### src/mm_pkg.sv
// Shared types, constants and helpers for the matrix multiply block.
// No dependencies; imported by mm_cell and matrix_multiply.
`default_nettype none
package mm_pkg;

  // Store geometry and arithmetic widths
  localparam int MAX_DIM   = 16;
  localparam int IDX_W     = $clog2(MAX_DIM);
  localparam int ELEM_BITS = 16;
  localparam int PROD_W    = 2 * ELEM_BITS;
  localparam int SUM_W     = 40;
  localparam int CFG_W     = 5;
  localparam int CFG_AW    = 4;
  localparam int MAX_RES   = 16;
  localparam int COLS_MAX  = (MAX_DIM < MAX_RES) ? MAX_DIM : MAX_RES;

  // Input commands
  typedef enum logic [1:0] {
    CMD_LOAD_A  = 2'd0,
    CMD_LOAD_B  = 2'd1,
    CMD_COMPUTE = 2'd2
  } cmd_e;

  // Register map, by word index
  typedef enum logic [1:0] {
    REG_ROWS_A    = 2'd0,
    REG_INNER_DIM = 2'd1,
    REG_COLS_B    = 2'd2
  } reg_e;

  // Sequencer states
  typedef enum logic [2:0] {
    ST_IDLE,
    ST_FEED,
    ST_WAIT,
    ST_DRAIN,
    ST_ERR
  } state_e;

  // Token that walks the cell chain: one A element and its inner index
  typedef struct packed {
    logic                 vld;
    logic                 last;
    logic [IDX_W-1:0]     k;
    logic [ELEM_BITS-1:0] a;
  } tok_t;

  // Write port into one cell's column of B
  typedef struct packed {
    logic                 we;
    logic [IDX_W-1:0]     row;
    logic [ELEM_BITS-1:0] data;
  } bwr_t;

  // Chain-wide control
  typedef struct packed {
    logic start;
    logic shift;
  } ctl_t;

  // Map a raw size register onto 1..hi
  function automatic logic [CFG_W-1:0] clamp_dim(input logic [CFG_W-1:0] v,
                                                 input logic [CFG_W-1:0] hi);
    logic [CFG_W-1:0] r;
    r = v;
    if (v == '0) r = CFG_W'(1);
    else if (v > hi) r = hi;
    return r;
  endfunction

endpackage
`default_nettype wire

### src/mm_cell.sv
// One cell of the multiply chain: holds one column of B and one accumulator.
// Depends on mm_pkg for the token, write and control types.
`default_nettype none
module mm_cell
  import mm_pkg::*;
(
  input  wire logic             clk_i,
  input  wire logic             rst_ni,
  input  wire ctl_t             ctl_i,
  input  wire bwr_t             bwr_i,
  input  wire tok_t             tok_i,
  output tok_t                  tok_o,
  input  wire logic [SUM_W-1:0] acc_i,
  output logic [SUM_W-1:0]      acc_o,
  output logic                  done_o
);

  logic [ELEM_BITS-1:0] bcol_q [MAX_DIM];
  tok_t                 tok_q;
  logic [ELEM_BITS-1:0] bsel;
  logic [PROD_W-1:0]    prod_d, prod_q;
  logic                 pvld_q, plast_q;
  logic [SUM_W-1:0]     acc_q;
  logic                 done_q;

  // Write one element of this column of B
  always_ff @(posedge clk_i) begin
    if (bwr_i.we) begin
      bcol_q[bwr_i.row] <= bwr_i.data;
    end
  end

  // Advance the token one cell per cycle
  always_ff @(posedge clk_i or negedge rst_ni) begin
    if (!rst_ni) begin
      tok_q <= '0;
    end else begin
      tok_q <= tok_i;
    end
  end

  assign tok_o = tok_q;

  // Multiply the passing A element by B(k, this column)
  assign bsel   = bcol_q[tok_q.k];
  assign prod_d = PROD_W'($signed(tok_q.a) * $signed(bsel));

  always_ff @(posedge clk_i or negedge rst_ni) begin
    if (!rst_ni) begin
      pvld_q  <= 1'b0;
      plast_q <= 1'b0;
    end else begin
      pvld_q  <= tok_q.vld;
      plast_q <= tok_q.vld & tok_q.last;
    end
  end

  always_ff @(posedge clk_i) begin
    prod_q <= prod_d;
  end

  // Clear, accumulate, or shift the sum toward the head of the chain
  always_ff @(posedge clk_i) begin
    if (ctl_i.start) begin
      acc_q <= '0;
    end else if (ctl_i.shift) begin
      acc_q <= acc_i;
    end else if (pvld_q) begin
      acc_q <= acc_q + {{(SUM_W-PROD_W){prod_q[PROD_W-1]}}, prod_q};
    end
  end

  // Flag the final product of the row as summed
  always_ff @(posedge clk_i or negedge rst_ni) begin
    if (!rst_ni) begin
      done_q <= 1'b0;
    end else if (ctl_i.start) begin
      done_q <= 1'b0;
    end else if (pvld_q && plast_q) begin
      done_q <= 1'b1;
    end
  end

  assign acc_o  = acc_q;
  assign done_o = done_q;

endmodule
`default_nettype wire
### config.mk
export PLATFORM = sky130hd
export DESIGN_NAME = mm_cell
export DESIGN_NICKNAME = d
export VERILOG_FILES = /design/src/mm_pkg.sv /design/src/mm_cell.sv
export SDC_FILE = /design/constraint.sdc
export NUM_CORES = 1
export LEC_CHECK = 0
export BUFFER_PORTS_ARGS = -buffer_cell sky130_fd_sc_hd__buf_4
export CORE_ASPECT_RATIO = 0.75
export CORE_MARGIN = 1
export CORE_UTILIZATION = 40
export DETAILED_ROUTE_END_ITERATION = 8
export GPL_TIMING_DRIVEN = 0
export PLACE_DENSITY = 0.59
export SYNTH_ARGS = -nofsm -noshare
export SYNTH_HDL_FRONTEND = slang
export SYNTH_SLANG_ARGS = --single-unit
### constraint.sdc
create_clock -name clk_i -period 9.2 [get_ports clk_i]
set_clock_uncertainty 0.1 [all_clocks]
set_input_delay 0.92 -clock clk_i [delete_from_list [all_inputs] [get_ports clk_i]]
set_output_delay 0.92 -clock clk_i [all_outputs]
set_load 0.02 [all_outputs]
==> metrics.md, run 1 <==
| Metric | Value |
|---|---|
| Routed Antenna Nets | 0 |
| H-tree depth | 2 |
| Via count | 16,047 |
| Final hold violations | 0 |
| Placed inst area | 27,200 um^2 |
| Ys Warns | 0 |
| Most area-consuming cells after synthesis | edfxtp_1 31%, fa_1 21%, mux4_2 7.2% |
| Max-slew violation count | 0 |
| Die Height | 217 um |
| Place WS | 0.539 ns |
| Post-Synthesis Cell Area | 24,700 um^2 |
| R2R depth | 25 |
| Clock net sink count | 353 |
| WP data required | 9.61 ns |
| CTS Root Cell | clkbuf_16 |
| Hold Crit Class | primary input to async pin |
| Initial DRC Count | 1,067 |
| Worst Max-Slew Pin Slew | 0.973 ns |
| Setup WS post-layout | 0.539 ns |
| First-pass GRT wire length | 97,600 um |
| Routed WL per cell | 20.0 um |
| Skew-Pair Late Insertion Delay | 0.62 ns |
| Largest buffer count on any clock path | 3 |
| Post-CTS setup buffers | 0 |
| Port-buffer cells | 147 |
| Status | complete, no violations |
| Nets | 2,702 |
| Top_reg_cell synth | edfxtp_1 |
| Worst hold slack | 0.155 ns |
| Ports | 150 |
| Min Tclk post-route | 8.66 ns |
| Number of global-route vias before repair | 16,948 |
| Initial core utilization | 40.7% |
| Core ar. | 60,800 um^2 |
| Post-synth EDFFs | 256 |
| Final instance area | 28,700 um^2 |
| Post-synth top area cell | edfxtp_1 |
| Share of cells above drive strength 1 | 17.2% |
| Synthesized flop and latch total | 353 |
| Critical path endpoint category | flip-flop |
| Synth Instances | 2,023 |
| Sequential fraction of the synthesis area | 39.5% |
| Drt pass-1 iters | 5 |
| Max Cap Viol | 0 |
| Initial antenna violation count | 0 |
| Post-cts repair resize count | 0 |
| GR Overflow Total | 0 |
| Routed WL | 61,400 um |
| Total track usage | 20.5% |
| Endpoints failing setup | 0 |
| RD Place Congestion | 0.901 |
| Synth top area share | 31.1% |
| Post-synth net total | 2,494 |
| Worst Path Max Fanout | 10 |
| Die area | 62,800 um^2 |
| Drt drc | 0 |
| Row count | 78 |
| Vias per Instance | 5.24 |
| Worst-path clk slew | 0.06 ns |
| Async SR Flop Fraction | 7.08% |
| RSZ-0062 raised after global routing | no |
| Post-route clock period utilization | 94.1% |
| TNS Setup | 0 ns |
| Distinct cell type count after synthesis | 79 |
| Largest net degree at the start of global routing | 26 |
| Die width | 289 um |
| Num CTS Buffers | 40 |
| Slew margin rel. | 34.7% |
| Startpoint types | flip-flop |
| CTS tree | done |
| Hold_buf cts | 0 |
| Area delta synth->final | 16.2% |
| Syn_area_per_cell | 12.2 um^2 |
| Max Fclk | 0.115 GHz |
| CP arrival | 9.07 ns |
| Critical path type | flip-flop to flip-flop |
| HPWL Detailed | 47,900 um |
## cells in the final DEF (no fill, tap or decap), types with 10 or more instances in the layout
| cell type | count |
|---|---|
| a211oi_1 | 15 |
| a21o_1 | 24 |
| a21oi_1 | 90 |
| a221oi_1 | 14 |
| and2_1 | 145 |
| buf_2 | 15 |
| buf_4 | 153 |
| clkbuf_1 | 50 |
| clkbuf_16 | 40 |
| dfrtp_1 | 25 |
| dfxtp_1 | 72 |
| edfxtp_1 | 256 |
| fa_1 | 263 |
| ha_1 | 121 |
| inv_1 | 318 |
| mux4_2 | 79 |
| nand2_1 | 160 |
| nand2b_1 | 10 |
| nand3_1 | 14 |
| nor2_1 | 74 |
| nor2_2 | 13 |
| o21ai_0 | 33 |
| xnor2_1 | 49 |
| xor2_1 | 22 |
## final cells by class
| cell class | count | area (um^2) |
|---|---|---|
| clock inverter | 27 | 438 |
| fill | 5483 | 32100 |
| antenna | 1 | 2.50 |
| tap | 800 | 1000 |
| sequential | 353 | 9750 |
| multi-input combinational | 1274 | 13500 |
| inverter | 319 | 1200 |
| buffer | 77 | 354 |
| clock buffer | 47 | 1070 |
| timing repair buffer | 166 | 1460 |
## worst max-delay path, cell delays in order, from the launching register on
cell	delay, ns
dfrtp_1	0.35
buf_1	0.62
clkbuf_1	0.76
mux4_2	0.59
clkbuf_1	0.32
and2_1	0.26
fa_1	0.50
inv_1	0.06
fa_1	0.49
fa_1	0.51
inv_1	0.05
fa_1	0.51
fa_1	0.49
inv_1	0.05
fa_1	0.47
inv_1	0.04
ha_1	0.36
a211o_1	0.35
nand2b_1	0.15
o22ai_1	0.25
o31ai_2	0.17
nand2b_1	0.14
o21ai_1	0.12
a41o_1	0.31
o41a_1	0.39
xor2_1	0.15
## cells in the mapped netlist (4+ instances only)
cell and instances:
nand4_1 9, xnor2_1 49, a211oi_1 15, and3_1 7, ha_1 121, buf_2 15, mux4_2 79, o31ai_2 4
nor2b_1 8, o21a_1 6, dfxtp_1 72, xor2_1 22, o21bai_1 9, nand2_1 160, nor2_1 86, nor3_1 13
a221oi_1 14, buf_6 4, a211oi_2 4, a21o_1 24, o21ai_0 33, buf_4 4, dfrtp_1 25, o22ai_1 6
fa_1 263, nor3b_1 7, buf_1 6, nand2b_1 10, o21ai_1 6, edfxtp_1 256, and2_1 145, o211ai_1 9
nand3_1 14, mux2i_1 9, inv_1 318, clkbuf_1 47, a21oi_1 90
## state kept, by name, summed over array words and instances (netlist names)
signal   count
bcol_q     256
done_o       1
plast_q      1
acc_o       40
tok_o       22
pvld_q       1
prod_q      32
## cell families (layout without fill, tap and decap cells)
group	count (synthesis)	after routing	share of synthesized area [%]
simple gates	474	474	9.51
buf+inv	396	636	6.28
fa+ha+maj	384	384	27.4
flops	353	353	39.5
compound gates	254	254	7.12
mux	91	91	7.70
xor+xnor	71	71	2.52
other cells	0	1	0
## metal layers
| metal | routed length, um | vias to the layer above | GRT usage (%) | part of all wire [%] |
|---|---|---|---|---|
| met3 | 3860 | 69 | 3.17 | 6.3 |
| met5 | 0 | - | 0 | 0 |
| met4 | 1020 | 0 | 4.40 | 1.7 |
| met2 | 27100 | 437 | 31.0 | 44 |
| met1 | 29500 | 8299 | 31.1 | 48 |
| li1 | - | 7242 | - | - |
## per-stage QoR
step	utilization (%)	std cells
after global placement	44.1	2970
after detailed placement	44.8	2989
after global routing	47.3	3063
after CTS	47.3	3063
after floorplan	-	2023
final	47.3	3064
## worst paths after layout
path	from	end	slack [ns]
worst max-delay path	tok_o[18]$_DFF_PN0_	prod_q[30]$_DFF_P_	0.54
worst max register to register	tok_o[18]$_DFF_PN0_	prod_q[30]$_DFF_P_	0.54
min in group clk_i	tok_i[15]	tok_o[15]$_DFF_PN0_	0.30
worst min-delay path	rst_ni	tok_o[15]$_DFF_PN0_	0.15
max in group asynchronous	rst_ni	tok_o[9]$_DFF_PN0_	8.36
worst min register to register	tok_o[21]$_DFF_PN0_	pvld_q$_DFF_PN0_	0.30
Power of run 1 is not shown: default switching activity piles up to over one toggle a cycle in this logic, so the estimate is an artifact.
==> inputs of run 2 (changes only) <==
--- a/config.mk
+++ b/config.mk
@@ -11,7 +11,6 @@
 export CORE_UTILIZATION = 40
 export DETAILED_ROUTE_END_ITERATION = 8
 export GPL_TIMING_DRIVEN = 0
-export PLACE_DENSITY = 0.59
 export SYNTH_ARGS = -nofsm -noshare
 export SYNTH_HDL_FRONTEND = slang
 export SYNTH_SLANG_ARGS = --single-unit
==> metrics.md, run 2 (synthesized netlist as in run 1, its figures left out) <==
| Metric | Value |
|---|---|
| Routed WL per cell | 20.4 um |
| Antenna diodes | 0 |
| Worst Path Max Fanout | 10 |
| Die area | 62,800 um^2 |
| Drt pass-1 iters | 5 |
| Row count | 78 |
| Largest net degree at the start of global routing | 26 |
| Nets | 2,701 |
| Worst-path clk slew | 0.06 ns |
| Worst Max-Slew Pin Slew | 0.899 ns |
| Ports | 150 |
| Final instance area | 28,500 um^2 |
| Initial core utilization | 40.7% |
| Routed Antenna Nets | 0 |
| Slew margin rel. | 39.7% |
| Top reg by flops | bcol_q |
| Post-cts repair resize count | 0 |
| Buf+Inv Stages, Crit Path | 7 |
| GR Overflow Total | 0 |
| Die Height | 217 um |
| Post-CTS setup buffers | 0 |
| Endpoints failing setup | 0 |
| Number of global-route vias before repair | 17,181 |
| CP max stage delay | 0.68 ns |
| Hold_buf cts | 0 |
| Die width | 289 um |
| Post-route clock period utilization | 94.9% |
| Max Cap Viol | 0 |
| Port-buffer cells | 147 |
| Startpoint types | flip-flop |
| Status | complete, no violations |
| Vias per Instance | 5.31 |
| Min Tclk post-route | 8.73 ns |
| Skew-Pair Late Insertion Delay | 0.60 ns |
| Initial DRC Count | 1,184 |
| WP data required | 9.57 ns |
| Drt drc | 0 |
| Max-slew violation count | 0 |
| CP arrival | 9.10 ns |
| CTS tree | done |
| Core ar. | 60,800 um^2 |
| Total track usage | 20.8% |
| Commonest non-fill, non-tap cells in the layout | 318 x inv_1, 263 x fa_1, 256 x edfxtp_1 |
| Critical path type | flip-flop to flip-flop |
| Most common cell on crit path | fa_1 |
| Commonest non-fill, non-tap cell in the layout | inv_1 |
| RSZ-0062 raised after global routing | no |
| Num CTS Buffers | 39 |
| Area delta synth->final | 15.4% |
| Via count | 16,241 |
| Max FFs per register | 256 |
| Clock net sink count | 353 |
| Max Fclk | 0.115 GHz |
| Critical path endpoint category | flip-flop |
| Routed WL | 62,300 um |
| Share of cells above drive strength 1 | 16.8% |
| Hold Crit Class | primary input to async pin |
| Slowest-stage cell, CP | clkbuf_1 |
| H-tree depth | 2 |
| Placed inst area | 27,200 um^2 |
| RD Place Congestion | 0.905 |
| HPWL Detailed | 48,300 um |
| CTS Root Cell | clkbuf_16 |
| First-pass GRT wire length | 98,700 um |
| TNS Setup | 0 ns |
| Largest buffer count on any clock path | 3 |
| Final hold violations | 0 |
| CP delay by family, top | adder cells |
| Initial antenna violation count | 2 |
-- run 2: worst paths after layout --
| check | end | slack (ns) | startpoint | cells after the start |
|---|---|---|---|---|
| max | prod_q[30]$_DFF_P_ | 0.47 | tok_o[17]$_DFF_PN0_ | 26 |
| min | done_o$_DFFE_PN0P_ | 0.22 | rst_ni | 1 |
| max reg2reg | prod_q[30]$_DFF_P_ | 0.47 | tok_o[17]$_DFF_PN0_ | 26 |
| min reg2reg | pvld_q$_DFF_PN0_ | 0.35 | tok_o[21]$_DFF_PN0_ | 0 |
| max in group asynchronous | tok_o[13]$_DFF_PN0_ | 8.39 | rst_ni | 1 |
| min in group clk_i | tok_o[19]$_DFF_PN0_ | 0.33 | tok_i[19] | 1 |
-- run 2: per-layer routing --
layer / share of wire (%) / track usage, %
met5: 0 / 0
met4: 1.8 / 4.82
met3: 7.1 / 3.69
met2: 45 / 31.9
met1: 47 / 30.8
-- run 2: layout make-up --
cell class                 count  area [um^2]
tap                          800         1000
multi-input combinational   1274        13500
clock inverter                17          264
clock buffer                  53         1080
timing repair buffer         166         1420
sequential                   353         9750
fill                        5445        32300
buffer                        77          354
inverter                     319         1200
-- run 2: through the flow --
step	cells	worst slack (ns)	hold slack, ns	utilization, %
detailed placement	2989	0.524	0.335	44.7
finish	3059	0.471	0.221	46.9
global route	3059	0.0945	0.235	46.9
floorplan	2023	1.69	0.363	-
global placement	2970	0.562	0.333	44.1
CTS	3059	0.510	0.215	46.9
Power of run 2 is left out for the same reason.
==> inputs of run 3 (changes only) <==
--- a/config.mk
+++ b/config.mk
@@ -8,9 +8,10 @@
 export BUFFER_PORTS_ARGS = -buffer_cell sky130_fd_sc_hd__buf_4
 export CORE_ASPECT_RATIO = 0.75
 export CORE_MARGIN = 1
-export CORE_UTILIZATION = 40
+export CORE_UTILIZATION = 47
 export DETAILED_ROUTE_END_ITERATION = 8
 export GPL_TIMING_DRIVEN = 0
+export RECOVER_POWER = 100
 export SYNTH_ARGS = -nofsm -noshare
 export SYNTH_HDL_FRONTEND = slang
 export SYNTH_SLANG_ARGS = --single-unit
==> metrics.md, run 3 (synthesized netlist as in run 1, its figures left out) <==
| Metric | Value |
|---|---|
| Ports | 150 |
| Slowest-stage cell, CP | mux4_2 |
| TNS Setup | 0 ns |
| Critical path type | flip-flop to flip-flop |
| First-pass GRT wire length | 98,500 um |
| Area delta synth->final | 12.0% |
| Via count | 16,115 |
| RSZ-0062 raised after global routing | no |
| Global Route met3 Usage | 4.37% |
| Initial antenna violation count | 0 |
| Num CTS Buffers | 39 |
| Number of global-route vias before repair | 17,071 |
| GR Overflow Total | 0 |
| Final hold violations | 0 |
| Routed WL | 61,400 um |
| Commonest non-fill, non-tap cells in the layout | 318 x inv_1, 263 x fa_1, 256 x edfxtp_1 |
| Post-CTS setup buffers | 0 |
| H-tree depth | 2 |
| Antenna diodes | 0 |
| Share of cells above drive strength 1 | 10.7% |
| Post-cts repair resize count | 0 |
| Placed inst area | 27,000 um^2 |
| CTS Root Cell | clkbuf_16 |
| Initial DRC Count | 1,310 |
| Die Height | 201 um |
| Drt drc | 0 |
| Vias per Instance | 5.44 |
| Largest buffer count on any clock path | 3 |
| Die area | 53,500 um^2 |
| Initial core utilization | 47.8% |
| Min Tclk post-route | 8.76 ns |
| Routed WL per cell | 20.7 um |
| Endpoints failing setup | 0 |
| CP arrival | 9.12 ns |
| Worst-path clk slew | 0.07 ns |
| Critical path endpoint category | flip-flop |
| Worst r2r src | tok_o[17]$_DFF_PN0_ |
| Gr busiest metal | met1 |
| Startpoint types | flip-flop |
| Skew-Pair Late Insertion Delay | 0.57 ns |
| Failing checks | max-capacitance violations, max-slew violations |
| CP max stage delay | 0.65 ns |
| Port-buffer cells | 147 |
| Core ar. | 51,700 um^2 |
| Post-route clock period utilization | 95.3% |
| Met1 Usage GRT | 38.0% |
| Worst Max-Slew Pin Slew | 2.14 ns |
| Largest net degree at the start of global routing | 26 |
| Routed Antenna Nets | 0 |
| Max FFs per register | 256 |
| WP data required | 9.55 ns |
| Slew margin rel. | -42.5% |
| Clock net sink count | 353 |
| Final instance area | 27,700 um^2 |
| Max Fclk | 0.114 GHz |
| CTS tree | done |
| Hold_buf cts | 0 |
| Max Cap Viol | 2 |
| Most common cell on crit path | fa_1 |
| Commonest non-fill, non-tap cell in the layout | inv_1 |
| Row count | 72 |
| Setup WS post-layout | 0.436 ns |
| Status | complete, but fails checks |
| Hold Crit Class | flip-flop to flip-flop |
| Worst Path Max Fanout | 10 |
| Total track usage | 24.3% |
| M2 GR Usage | 35.2% |
| Max-slew violation count | 35 |
| RD Place Congestion | 0.895 |
| Setup crit start | tok_o[17]$_DFF_PN0_ |
| Drt pass-1 iters | 5 |
| Top reg by flops | bcol_q |
| Min-delay src | tok_o[21]$_DFF_PN0_ |
| Die width | 267 um |
| Place WS | 0.435 ns |
| HPWL Detailed | 47,700 um |
| Nets | 2,701 |
[run 3: cell types whose count changed in the layout (fill, tap and decap cells not counted), sizes merged]
cell and change:
clkinv +2, bufinv +1, clkbuf +124, buf -128
[run 3: metal layers]
metal | share of wire, % | vias to the layer above | wire length [um]
met4 | 1.5 | 0 | 941
met1 | 49 | 8334 | 30000
met3 | 6.6 | 64 | 4040
li1 | - | 7259 | -
met2 | 43 | 458 | 26400
met5 | 0 | - | 0
[run 3: path summary, 6_finish.rpt]
path / to / slack, ns / cells after the start
hold / removal: pvld_q$_DFF_PN0_ / 0.33 / 0
setup / recovery: prod_q[30]$_DFF_P_ / 0.44 / 26
hold reg to reg: pvld_q$_DFF_PN0_ / 0.33 / 0
min in group asynchronous: tok_o[14]$_DFF_PN0_ / 0.86 / 1
max in group asynchronous: tok_o[1]$_DFF_PN0_ / 6.86 / 1
setup reg to reg: prod_q[30]$_DFF_P_ / 0.44 / 26
[run 3: worst max-delay path, delay by kind of cell (launching register included)]
family | cells | cell delay [ns]
simple gates | 3 | 0.56
xor+xnor | 1 | 0.16
flops | 1 | 0.36
buf+inv | 7 | 1.47
mux | 2 | 1.08
compound gates | 6 | 1.58
fa+ha+maj | 7 | 3.34
[run 3: cell type report]
class,instances,area (um^2)
Clock buffer,49,1050
Fill cell,4672,24000
Sequential cell,353,9750
Buffer,77,354
Tap cell,703,880
Clock inverter,20,277
Inverter,319,1200
Timing Repair Buffer,166,860
Multi-Input combinational cell,1274,13300
[run 3: metrics by stage]
stage,instances,util (%),hold slack [ns]
floorplan,2023,-,0.363
global placement,2873,51.6,0.322
detailed placement,2892,52.3,0.315
finish,2961,53.5,0.326
global route,2961,53.5,0.343
CTS,2961,54.9,0.192
Power of run 3 is left out for the same reason.
